[config.mk]
export PLATFORM = sky130hd
export DESIGN_NAME = rsec_cell
export DESIGN_NICKNAME = d
export VERILOG_FILES = /design/src/rtl/core/rsec_pkg.sv /design/src/rtl/core/rsec_cell.sv
export SDC_FILE = /design/constraint.sdc
export NUM_CORES = 1
export LEC_CHECK = 0
export BUFFER_PORTS_ARGS = -buffer_cell sky130_fd_sc_hd__buf_2
export CORE_ASPECT_RATIO = 0.9
export CORE_MARGIN = 4
export CORE_UTILIZATION = 45
export CTS_CLUSTER_DIAMETER = 200
export DETAILED_ROUTE_END_ITERATION = 8
export PLACE_DENSITY = 0.68
export SLEW_MARGIN = 15
export SYNTH_ARGS = -nofsm -noshare
export SYNTH_HDL_FRONTEND = slang
export SYNTH_SLANG_ARGS = --single-unit
export TNS_END_PERCENT = 30
[constraint.sdc]
create_clock -name clk -period 2.6 [get_ports clk]
set_clock_uncertainty 0.1 [all_clocks]
set_input_delay 0.78 -clock clk [delete_from_list [all_inputs] [get_ports clk]]
set_output_delay 0.78 -clock clk [all_outputs]
set_load 0.01 [all_outputs]
[src/rtl/core/rsec_pkg.sv]
// Package for the Reed-Solomon error correction encoder.
// GF(256) types, field constants, cell control struct. No dependencies.
package rsec_pkg;

    localparam int CFG_W = 6;
    localparam int EC_RESET = 10;
    localparam logic [8:0] GF_POLY = 9'h11D;

    typedef logic [7:0] gf_t;

    typedef struct packed {
        logic gen_init;
        logic gen_step;
        logic rem_clear;
        logic rem_step;
        logic out_load;
        logic out_shift;
    } rsec_ctl_t;

    function automatic gf_t gf_mul(gf_t a, gf_t b);
        logic [8:0] x;
        gf_t        r;
        x = {1'b0, a};
        r = '0;
        for (int i = 0; i < 8; i++)
        begin
            if (b[i])
            begin
                r = r ^ x[7:0];
            end
            x = {x[7:0], 1'b0};
            if (x[8])
            begin
                x = x ^ GF_POLY;
            end
        end
        return r;
    endfunction

endpackage

[src/rtl/core/rsec_cell.sv]
// One encoder cell: a generator coefficient, a remainder byte and an output byte.
// Depends on rsec_pkg.
module rsec_cell (
    input  logic              clk,
    input  logic              rst_n,
    input  rsec_pkg::rsec_ctl_t ctl,
    input  rsec_pkg::gf_t     fb,
    input  rsec_pkg::gf_t     root,
    input  rsec_pkg::gf_t     gen_init,
    input  rsec_pkg::gf_t     gen_prev,
    input  rsec_pkg::gf_t     rem_prev,
    input  rsec_pkg::gf_t     out_prev,
    output rsec_pkg::gf_t     gen_q,
    output rsec_pkg::gf_t     rem_q,
    output rsec_pkg::gf_t     out_q
);
    import rsec_pkg::*;

    gf_t gen_reg;
    gf_t rem_reg;
    gf_t out_reg;
    gf_t rem_new;

    assign rem_new = rem_prev ^ gf_mul(gen_reg, fb);

    always_ff @(posedge clk or negedge rst_n)
    begin
        if (!rst_n)
        begin
            rem_reg <= '0;
        end
        else if (ctl.rem_clear || ctl.out_load)
        begin
            rem_reg <= '0;
        end
        else if (ctl.rem_step)
        begin
            rem_reg <= rem_new;
        end
    end

    always_ff @(posedge clk)
    begin
        if (ctl.gen_init)
        begin
            gen_reg <= gen_init;
        end
        else if (ctl.gen_step)
        begin
            gen_reg <= gen_prev ^ gf_mul(gen_reg, root);
        end
        if (ctl.out_load)
        begin
            out_reg <= rem_new;
        end
        else if (ctl.out_shift)
        begin
            out_reg <= out_prev;
        end
    end

    assign gen_q = gen_reg;
    assign rem_q = rem_reg;
    assign out_q = out_reg;
endmodule

Yosys cells after proc, flatten, opt, wreduce, memory -nomap -nowiden
Cells that the tools add are included.
{"block": "word_totals", "output_inout_bits": 24, "wordCells": 101, "in_bits": 56, "regBits": 24}
{"block": "op_classes", "n_mux": 65, "bitwise": 29, "n_reduce_logical": 4}
{"cell": "$mux 8", "n": 52}
{"cell": "$xor 8x8->8", "n": 16}
{"cell": "$mux 5", "n": 13}
{"cell": "$not 4->4", "n": 13}
{"cell": "$reduce_bool 2->1", "n": 3}
{"cell": "$logic_or 1x1->1", "n": 1}

Longest topological paths before layout
Gate-level depths: netlist of run 1.
{"block": "depth", "depth_word": 35, "ltp_mapped": 9, "mapped_depth_nobuf": 6}

Least setup slack after synthesis of run 1
Ideal clock, no wire load.
{"block": "synth_timing", "path_type": "input-to-reg", "from": "input port fb[0]", "to": "register out_reg[3], in the netlist out_q[3] (data pin)", "setup_slack_ns": -0.195, "arrival_ns": 2.434, "cell_stages": 7, "setup_time_ns": 0.260, "required_time_ns": 2.240, "n_path_buf": 1, "cell_sequence": "clkbuf_1 > nand2_1 > xnor2_1 > xnor2_1 > xnor3_1 > xor3_1 > mux2_4"}
{"block": "synth_via", "elab_chain_len": 17}
{"element": "start, declared", "line": "rsec_cell.sv:7", "source": "input rsec_pkg::gf_t fb,"}
{"element": "$mux 8 *", "line": "rsec_pkg.sv:27", "source": "if (b[i])"}
{"element": "$xor 8x8->8", "line": "rsec_pkg.sv:29", "source": "r = r ^ x[7:0];"}
{"element": "$mux 8 *", "line": "rsec_pkg.sv:27"}
{"element": "$xor 8x8->8", "line": "rsec_pkg.sv:29"}
{"element": "$mux 8 *", "line": "rsec_pkg.sv:27"}
{"element": "$xor 8x8->8", "line": "rsec_pkg.sv:29"}
{"element": "$mux 8 *", "line": "rsec_pkg.sv:27"}
{"element": "$xor 8x8->8", "line": "rsec_pkg.sv:29"}
{"element": "$mux 8 *", "line": "rsec_pkg.sv:27"}
{"element": "$xor 8x8->8", "line": "rsec_pkg.sv:29"}
{"element": "$mux 8 *", "line": "rsec_pkg.sv:27"}
{"element": "$xor 8x8->8", "line": "rsec_pkg.sv:29"}
{"element": "$mux 8 *", "line": "rsec_pkg.sv:27"}
{"element": "$xor 8x8->8", "line": "rsec_pkg.sv:29"}
{"element": "$mux 8 *", "line": "rsec_pkg.sv:27"}
{"element": "$xor 8x8->8 *", "line": "rsec_cell.sv:24", "source": "assign rem_new = rem_prev ^ gf_mul(gen_reg, fb);"}
{"element": "$mux 8 *", "line": "rsec_cell.sv:52", "source": "if (ctl.out_load)"}
{"element": "end signal, assigned", "line": "rsec_cell.sv:54", "source": "out_reg <= rem_new;"}
{"element": "end signal, assigned", "line": "rsec_cell.sv:58", "source": "out_reg <= out_prev;"}
{"element": "end, declared", "line": "rsec_cell.sv:21", "source": "gf_t out_reg;"}
Every way passes the cells marked *; elsewhere a longest branch is shown, timed or not.
A chain may end at the register's enable or synchronous reset.

Final worst setup path of run 1
{"block": "layout_timing", "from": "register gen_reg[2], in the netlist gen_q[2]", "to": "register out_reg[6], in the netlist out_q[6] (data pin)"}
{"block": "layout_via", "elab_chain_len": 14}
{"element": "start, declared", "line": "rsec_cell.sv:19", "source": "gf_t gen_reg;"}
{"element": "start signal, assigned", "line": "rsec_cell.sv:46", "source": "gen_reg <= gen_init;"}
{"element": "start signal, assigned", "line": "rsec_cell.sv:50", "source": "gen_reg <= gen_prev ^ gf_mul(gen_reg, root);"}
{"element": "$not 4->4 (no source line)"}
{"element": "$mux 5 *", "line": "rsec_pkg.sv:32", "source": "if (x[8])"}
{"element": "$not 4->4 (no source line)"}
{"element": "$mux 5 *", "line": "rsec_pkg.sv:32"}
{"element": "$xor 8x8->8 *", "line": "rsec_pkg.sv:29"}
{"element": "$mux 8 *", "line": "rsec_pkg.sv:27"}
{"element": "$xor 8x8->8", "line": "rsec_pkg.sv:29"}
{"element": "$mux 8 *", "line": "rsec_pkg.sv:27"}
{"element": "$xor 8x8->8", "line": "rsec_pkg.sv:29"}
{"element": "$mux 8 *", "line": "rsec_pkg.sv:27"}
{"element": "$xor 8x8->8", "line": "rsec_pkg.sv:29"}
{"element": "$mux 8 *", "line": "rsec_pkg.sv:27"}
{"element": "$xor 8x8->8 *", "line": "rsec_cell.sv:24"}
{"element": "$mux 8 *", "line": "rsec_cell.sv:52"}
Marks and branches as above.

==> results.md, run 1 <==
- Status: complete, no violations
- Kind of critical path: reg2reg
- Initial Util: 0.4648
- H-tree level count: 1
- Diodes inserted: 0
- Vias in the first global route: 2993
- Hold Crit Class: in2async
- CP max stage delay: between 0.4 and 0.5 ns
- Yosys reg bits: 24
- IO Count: 80
- Post-synthesis cell area: 3507 sq um
- Clk pin slew, worst setup/hold paths: about 0.080 ns
- Largest net degree at the start of global routing: 25
- Hpwl dp: 7848 microns
- Via count: around 3200
- Most frequent cells in the layout: nand2_1, buf_2, xnor2_1, buf_4, xor2_1
- Reg area: 680.7 sq um
- Max-slew headroom: 0.7025
- Maximum clock path buffer count: 2
- Via-to-Cell Ratio: roughly 5.3
- Fmax: slightly below 0.4 GHz
- Core area: 7545 sq um
- CTS hold repair buffers: 0
- Footprint of the multi-input gates: about 2700 sq um
- Row cnt: 30
- Top FF cell, synth: edfxtp_1
- Post-Syn Instances: 407
- Syn_nets: 463
- WL final: slightly above 10000 microns
- Die height: roughly 92 microns
- Die ar.: between 9000 and 10000 sq um
- Period utilization: 0.9968
- Post-route minimum period: 2.592 ns
- Largest family of logic cells by synthesized area: XOR/XNOR gates
- Crit path cell chain: buf_6, xor3_2, buf_4, nand2_1, xor2_2, xnor3_1, mux2_2
- Max-Cap Viols: 0
- Residual DRC count: 0
- Grt ovf: 0
- Synth cell types: 42
- Worst Path Required: ~2.5 ns
- TritonCTS clock tree: done
- Die W: about 100 microns
- First drt pass iteration count: 5
- Post-synthesis simple-gate area fraction: 0.1645
- Final Hold Fails: 0
- Fin. max-slew vios: 0
- Post-DP Area: about 4300 sq um
- Post-synth ARST share: 0.3333
- Commonest non-fill, non-tap cell in the layout: nand2_1
- Compound-cell area share of the yosys netlist: 0.1127
- Syn avg cell area: 8.617 sq um
- Final instance area: 4438 sq um
- Multiplexer area fraction after synthesis: 0.04495
- Final setup violating endpoints: 0
- CP Data Arrival Time: 2.52 ns
- Worst Hold Slack: 0.2323 ns
- Drt initial violations: 254
- Layout overhead on the synthesized area: 26.54%
- Final #Nets: 562
- Final Wtd Congestion: 0.8851
- Total GRT Usage: 0.2139
- Slowest stage cell, crit path: xor3_2
- Critical Path Start Type: flip-flop
- CTS root buffer: clkbuf_8
- Crit path max fanout: 12
- Initial antenna violation count: 0
- First-pass GRT wire length: 15770 microns
- Synth Area in XOR/XNOR: 0.4220
- Worst Max-Slew Pin Slew: 0.4446 ns
- Routed length per instance: 16.93 microns
- Inserted Clock Buffers: 3
- CTS Sinks: 24
- Number of synthesized flops with an enable pin: 16
- Crit end category: flip-flop
- RSZ-0062 raised after global routing: true
- Post-synthesis adder-cell area fraction: 0
- Share of cells above drive strength 1: 0.3327
- Remaining antenna violation count after routing: 0
- Number of port buffers: 79
- Yosys Warn Count: 0
- Post-synthesis sequential area ratio: 0.1941
- Fillers: 676
- Skew-Pair Late Insertion Delay: roughly 0.27 ns
state kept, by name, indices dropped and copies added, names as in the netlist:
register	flops
out_q	8
gen_q	8
rem_q	8
layout make-up:
class / count / share of cell area
clock buffers: 3 / 0.009304
clock inverters: 1 / 0.006766
inverters: 8 / 0.006766
multi-input cells: 338 / 0.5980
flip-flops and latches: 24 / 0.1534
well taps: 96 / 0.02707
repair buffers: 131 / 0.1988
worst max-delay path, delay by kind of cell (launching register included):
family                 cells  cell delay (ns)
flip-flops                 1             0.47
AND/OR/NAND/NOR            1             0.10
XOR/XNOR                   3             1.02
buffers and inverters      2             0.38
multiplexers               1             0.27
path summary, 6_finish.rpt:
check,cells after the start,from,endpoint,slack [ns]
min,1,rst_n,rem_q[0]$_DFFE_PN0P_,0.23
max reg2reg,7,gen_q[2]$_DFFE_PP_,out_q[6]$_DFFE_PP_,0.008
min reg2reg,2,rem_q[1]$_DFFE_PN0P_,rem_q[1]$_DFFE_PN0P_,0.42
min in group clk,2,rem_q[1]$_DFFE_PN0P_,rem_q[1]$_DFFE_PN0P_,0.42
max in group asynchronous,1,rst_n,rem_q[5]$_DFFE_PN0P_,2.01
max,7,gen_q[2]$_DFFE_PP_,out_q[6]$_DFFE_PP_,0.008
Yosys cell counts, types with 2 or more instances:
library cell	instances	share of area
xnor2_2	2	0.0093
a22oi_1	4	0.0086
xor2_4	2	0.016
xnor3_1	19	0.12
o211ai_1	4	0.0086
nor3b_1	5	0.011
nand3_1	6	0.0086
nor2_1	13	0.014
inv_1	8	0.0086
or2_2	2	0.0036
a221oi_1	2	0.0050
a21oi_1	9	0.013
buf_2	11	0.016
xor3_2	4	0.029
o22ai_1	5	0.0089
edfxtp_1	16	0.14
mux2i_1	3	0.0086
buf_6	3	0.0096
a31o_2	3	0.0075
buf_4	3	0.0064
mux2_2	10	0.032
nor2b_1	3	0.0054
o221ai_1	7	0.017
o21ai_0	19	0.027
dfrtp_1	8	0.057
clkbuf_1	20	0.021
xnor2_1	65	0.16
nand2_1	106	0.11
xor2_1	31	0.077
nand2b_1	2	0.0036
routing by layer:
layer	up-vias	share of wire	wire length, microns	GRT usage
li1	1546	-	-	-
met3	9	0.079	808	0.02433
met2	123	0.45	4558	0.3317
met4	0	0.0083	84	0.02769
met5	-	0	0	0
met1	1535	0.46	4724	0.3271
cell families after synthesis:
| logic type | count (synthesis) |
|---|---|
| AOI/OAI and AO/OA | 60 |
| xor gates and xnor gates | 124 |
| buffers and inverters | 45 |
| DFF | 24 |
| muxes | 14 |
| and+or+nand+nor | 140 |
what timing repair did:
| action | in CTS | in global routing |
|---|---|---|
| gates cloned | 0 | 1 |
| pin swaps | 1 | 14 |
| resized for setup | 0 | 9 |
| setup buffers | 0 | 8 |
| endpoints found under the setup margin | 1 | 9 |
per-stage QoR:
stage                     setup WS, ns  utilization  std cells   TNS, ns
after floorplan                0.02222            -        407         0
after global placement        -0.01195       0.5648        590  -0.02475
after detailed placement       -0.1032       0.5648        590   -0.2661
after CTS                     0.008389       0.5743        594         0
after global routing          -0.04902       0.5882        601   -0.1142
final                         0.008290       0.5882        601         0
Power of run 1 is left out: the tool's default activity adds up to more than one toggle a clock period on the data nets, which glitch-free logic cannot reach.
==> run 2: changes to the inputs <==
--- a/config.mk
+++ b/config.mk
@@ -5,12 +5,14 @@
 export SDC_FILE = /design/constraint.sdc
 export NUM_CORES = 1
 export LEC_CHECK = 0
+export ABC_AREA = 1
 export BUFFER_PORTS_ARGS = -buffer_cell sky130_fd_sc_hd__buf_2
 export CORE_ASPECT_RATIO = 0.9
 export CORE_MARGIN = 4
 export CORE_UTILIZATION = 45
 export CTS_CLUSTER_DIAMETER = 200
 export DETAILED_ROUTE_END_ITERATION = 8
+export HOLD_SLACK_MARGIN = 0.05
 export PLACE_DENSITY = 0.68
 export SLEW_MARGIN = 15
 export SYNTH_ARGS = -nofsm -noshare
==> run 2 against run 1 <==
Synthesized area up 8.1%. Register-to-register slack improved by 0.12 ns. Cell area fell by 0.76%. Critical path depth rose by 7. Setup slack better by 0.12 ns. Maximum frequency is 4.9% higher. Flip-flop and latch count did not move. Count of clock-buffer cells in the layout unchanged. Critical endpoint is now out_q[3]$_DFFE_PP_.
==> results.md, run 2 <==
- Routed length per instance: 14.00 microns (was 16.93 microns)
- Most frequent cells in the layout: nand2_1, buf_2, nand3_1, inv_1, xor2_1 (was nand2_1, buf_2, xnor2_1, buf_4, xor2_1)
- VDD IR-drop max: about 0.65 mV
- Row cnt: 31 (was 30)
- Status: complete, no violations (unchanged)
- Via-to-Cell Ratio: 5.171 (was 5.346)
- Post-route minimum period: 2.472 ns (was 2.592 ns)
- Initial antenna violation count: 0 (unchanged)
- Skew-Pair Late Insertion Delay: 0.29 ns (was 0.27 ns)
- Worst Max-Slew Pin Slew: 0.3846 ns (was 0.4446 ns)
- Synth cell types: 34 (was 42)
- Diodes inserted: 0 (unchanged)
- Maximum clock path buffer count: 2 (unchanged)
- P_leak: roughly 0.0025 uW
- CTS Sinks: 24 (unchanged)
- Die ar.: 9956 sq um (was 9272 sq um)
- Reg2Reg Setup Slack: 0.13 ns (was 0.008 ns)
- First drt pass iteration count: 7 (was 5)
- Syn avg cell area: 5.858 sq um (was 8.617 sq um)
- Initial Util: 0.4675 (was 0.4648)
- Yosys Warn Count: 0 (unchanged)
- Post-Syn Instances: 647 (was 407)
- Place WS: 0.08067 ns (was -0.1032 ns)
- Die W: 104.7 microns (was 101.1 microns)
- Via count: 4292 (was 3213)
- Hold Crit Class: in2async (unchanged)
- Crit end category: flip-flop (unchanged)
- Final setup violating endpoints: 0 (unchanged)
- First-pass GRT wire length: 18670 microns (was 15770 microns)
- Reg2reg end: out_q[3]$_DFFE_PP_ (was out_q[6]$_DFFE_PP_)
- Fin. max-slew vios: 0 (unchanged)
- Crit path to: out_q[3]$_DFFE_PP_ (was out_q[6]$_DFFE_PP_)
- Share of cells above drive strength 1: 0.2011 (was 0.3327)
- Hpwl dp: 9457 microns (was 7848 microns)
- Number of port buffers: 79 (unchanged)
- Core area: 8107 sq um (was 7545 sq um)
- WL final: 11620 microns (was 10180 microns)
- H-tree level count: 1 (unchanged)
- Inserted Clock Buffers: 3 (unchanged)
- Post-synth ARST share: 0.3333 (unchanged)
- TritonCTS clock tree: done (unchanged)
- Setup WS post-layout: 0.1282 ns (was 0.008290 ns)
- Residual DRC count: 0 (unchanged)
- Syn_nets: 703 (was 463)
- Vias in the first global route: 3973 (was 2993)
- CP max stage delay: 0.47 ns (was 0.49 ns)
- Clk pin slew, worst setup/hold paths: 0.11 ns (was 0.08 ns)
- Post-DP Area: 4274 sq um (was 4262 sq um)
- Final Wtd Congestion: 0.9323 (was 0.8851)
- Drt initial violations: 348 (was 254)
- Final instance area: 4404 sq um (was 4438 sq um)
- Reg-to-Reg Start: gen_q[7]$_DFFE_PP_ (was gen_q[2]$_DFFE_PP_)
- Yosys top cell area share: 0.2862 (was 0.1623)
- Max-slew headroom: 0.7417 (was 0.7025)
- Remaining antenna violation count after routing: 0 (unchanged)
- Slowest stage cell, crit path: edfxtp_1 (was xor3_2)
- Reg2Reg Depth: 14 (was 7)
- Total GRT Usage: 0.2301 (was 0.2139)
- IO Count: 80 (unchanged)
- Post-synthesis sequential area ratio: 0.1796 (was 0.1941)
- CP bufs+invs: 1 (was 2)
- Most common cell in the netlist: nand2_1 (unchanged)
- Yosys reg bits: 24 (unchanged)
- Crit path cell chain: buf_4, nand2_1, nand2_2, nand2_1, nand2_1, nor2_1, xor2_1, nand2_1, nand2_1, nand2_1, nand2_1, nand2_1, nand3_1, nand2_1 (was buf_6, xor3_2, buf_4, nand2_1, xor2_2, xnor3_1, mux2_2)
- Final Hold Fails: 0 (unchanged)
- Top FF cell, synth: edfxtp_1 (unchanged)
- Most frequent CP cell: nand2_1
- Number of synthesized flops with an enable pin: 16 (unchanged)
- Crit path depth: 14 (was 7)
- Yosys top cell by area: nand2_1 (was xnor2_1)
- Fmax: 0.4046 GHz (was 0.3858 GHz)
- CP Data Arrival Time: 2.42 ns (was 2.52 ns)
- Max-Cap Viols: 0 (unchanged)
- Post-synthesis cell area: 3790 sq um (was 3507 sq um)
- Kind of critical path: reg2reg (unchanged)
- Period utilization: 0.9507 (was 0.9968)
- Worst Path Required: 2.55 ns (was 2.53 ns)
- CP Launch Point: gen_q[7]$_DFFE_PP_ (was gen_q[2]$_DFFE_PP_)
- Top post-synthesis cells by area: nand2_1, edfxtp_1, xor2_1 (was xnor2_1, edfxtp_1, xnor3_1)
- Synth top cells by count: nand2_1, nand3_1, inv_1 (was nand2_1, xnor2_1, xor2_1)
- Grt ovf: 0 (unchanged)
- Layout overhead on the synthesized area: 16.21% (was 26.54%)
- Crit path max fanout: 8 (was 12)
- Pwr per Cell Area: 1686 nW/um^2
- Die height: 95.06 microns (was 91.75 microns)
- Commonest non-fill, non-tap cell in the layout: nand2_1 (unchanged)
- Largest net degree at the start of global routing: 15 (was 25)
- Final #Nets: 788 (was 562)
- Critical Path Start Type: flip-flop (unchanged)
- CTS root buffer: clkbuf_8 (unchanged)
- CP delay by family, top: simple AND/OR/NAND/NOR gates (was XOR/XNOR gates)
[run 2: cell count changes in the layout (fill, tap and decap cells not counted), sizes merged, moves of 19 or more]
cell   change
nand3     +64
inv       +60
nor2      +24
buf       -33
nand2    +206
xnor3     -19
xnor2     -33
[run 2: worst reg2reg max path, stage by stage, from the launching register on]
cell and delay, ns:
edfxtp_1 0.47, buf_4 0.18, nand2_1 0.07, nand2_2 0.19, nand2_1 0.20, nand2_1 0.13, nor2_1 0.27, xor2_1 0.18
nand2_1 0.08, nand2_1 0.07, nand2_1 0.06, nand2_1 0.06, nand2_1 0.07, nand3_1 0.07, nand2_1 0.05
[run 2: cell type report]
type                       instances  area [sq um]
sequential                        24         680.7
inverter                          69         264.0
clock inverter                     1         30.03
tap                               99         123.9
fill                             844          3702
multi-input combinational        537          2734
clock buffer                       3         41.29
timing repair buffer              97         530.5
[run 2: logic make-up after synthesis]
kind of cell           after synthesis  share of synthesized area
AO/OA/AOI/OAI                       23                    0.03434
buffers and inverters               86                     0.1000
flip-flops                          24                     0.1796
XOR/XNOR                            74                     0.1750
AND/OR/NAND/NOR                    440                     0.5111
[run 2: through the flow]
stage            util  std cells  hold slack (ns)  TNS [ns]  total power [uW]
2_1_floorplan       -        647           0.3844         0              5532
3_3_place_gp   0.5272        819           0.3657         0              6739
3_5_place_dp   0.5272        819           0.3639         0              6881
4_1_cts        0.5360        823           0.2144         0              7264
5_1_grt        0.5433        830           0.2185  -0.01932              8193
6_report       0.5433        830           0.2112         0              7425
[run 2: power breakdown]
part / switching [uW] / internal (uW)
Sequential: 160 / 649
Clock: 150 / 207
Combinational: 4020 / 2240
Total: 4330 / 3100
[run 2: how the worst min path moves through the flow]
stage | start | endpoint
global placement | rem_q[5]$_DFFE_PN0P_ | rem_q[5]$_DFFE_PN0P_
floorplan | rst_n | rem_q[0]$_DFFE_PN0P_
finish | rst_n | rem_q[6]$_DFFE_PN0P_
CTS | rst_n | rem_q[6]$_DFFE_PN0P_
detailed placement | rem_q[4]$_DFFE_PN0P_ | rem_q[4]$_DFFE_PN0P_
global route | rst_n | rem_q[3]$_DFFE_PN0P_
[run 2: timing repair]
action | in CTS | in global routing
setup buffers | 0 | 7
endpoints found under the hold margin | 0 | 0
endpoints found under the setup margin | 0 | 10
hold buffers | 0 | 0
gates resized for setup | 0 | 2
[run 2: metal layers]
| metal | GRT usage | vias to the layer above | wire, microns |
|---|---|---|---|
| met4 | 0.04372 | 0 | 161 |
| met3 | 0.03385 | 16 | 947 |
| met5 | 0 | - | 0 |
| met1 | 0.3052 | 1931 | 5074 |
| met2 | 0.4033 | 182 | 5435 |
| li1 | - | 2163 | - |
No activity file was read; power rests on OpenSTA's default activity.
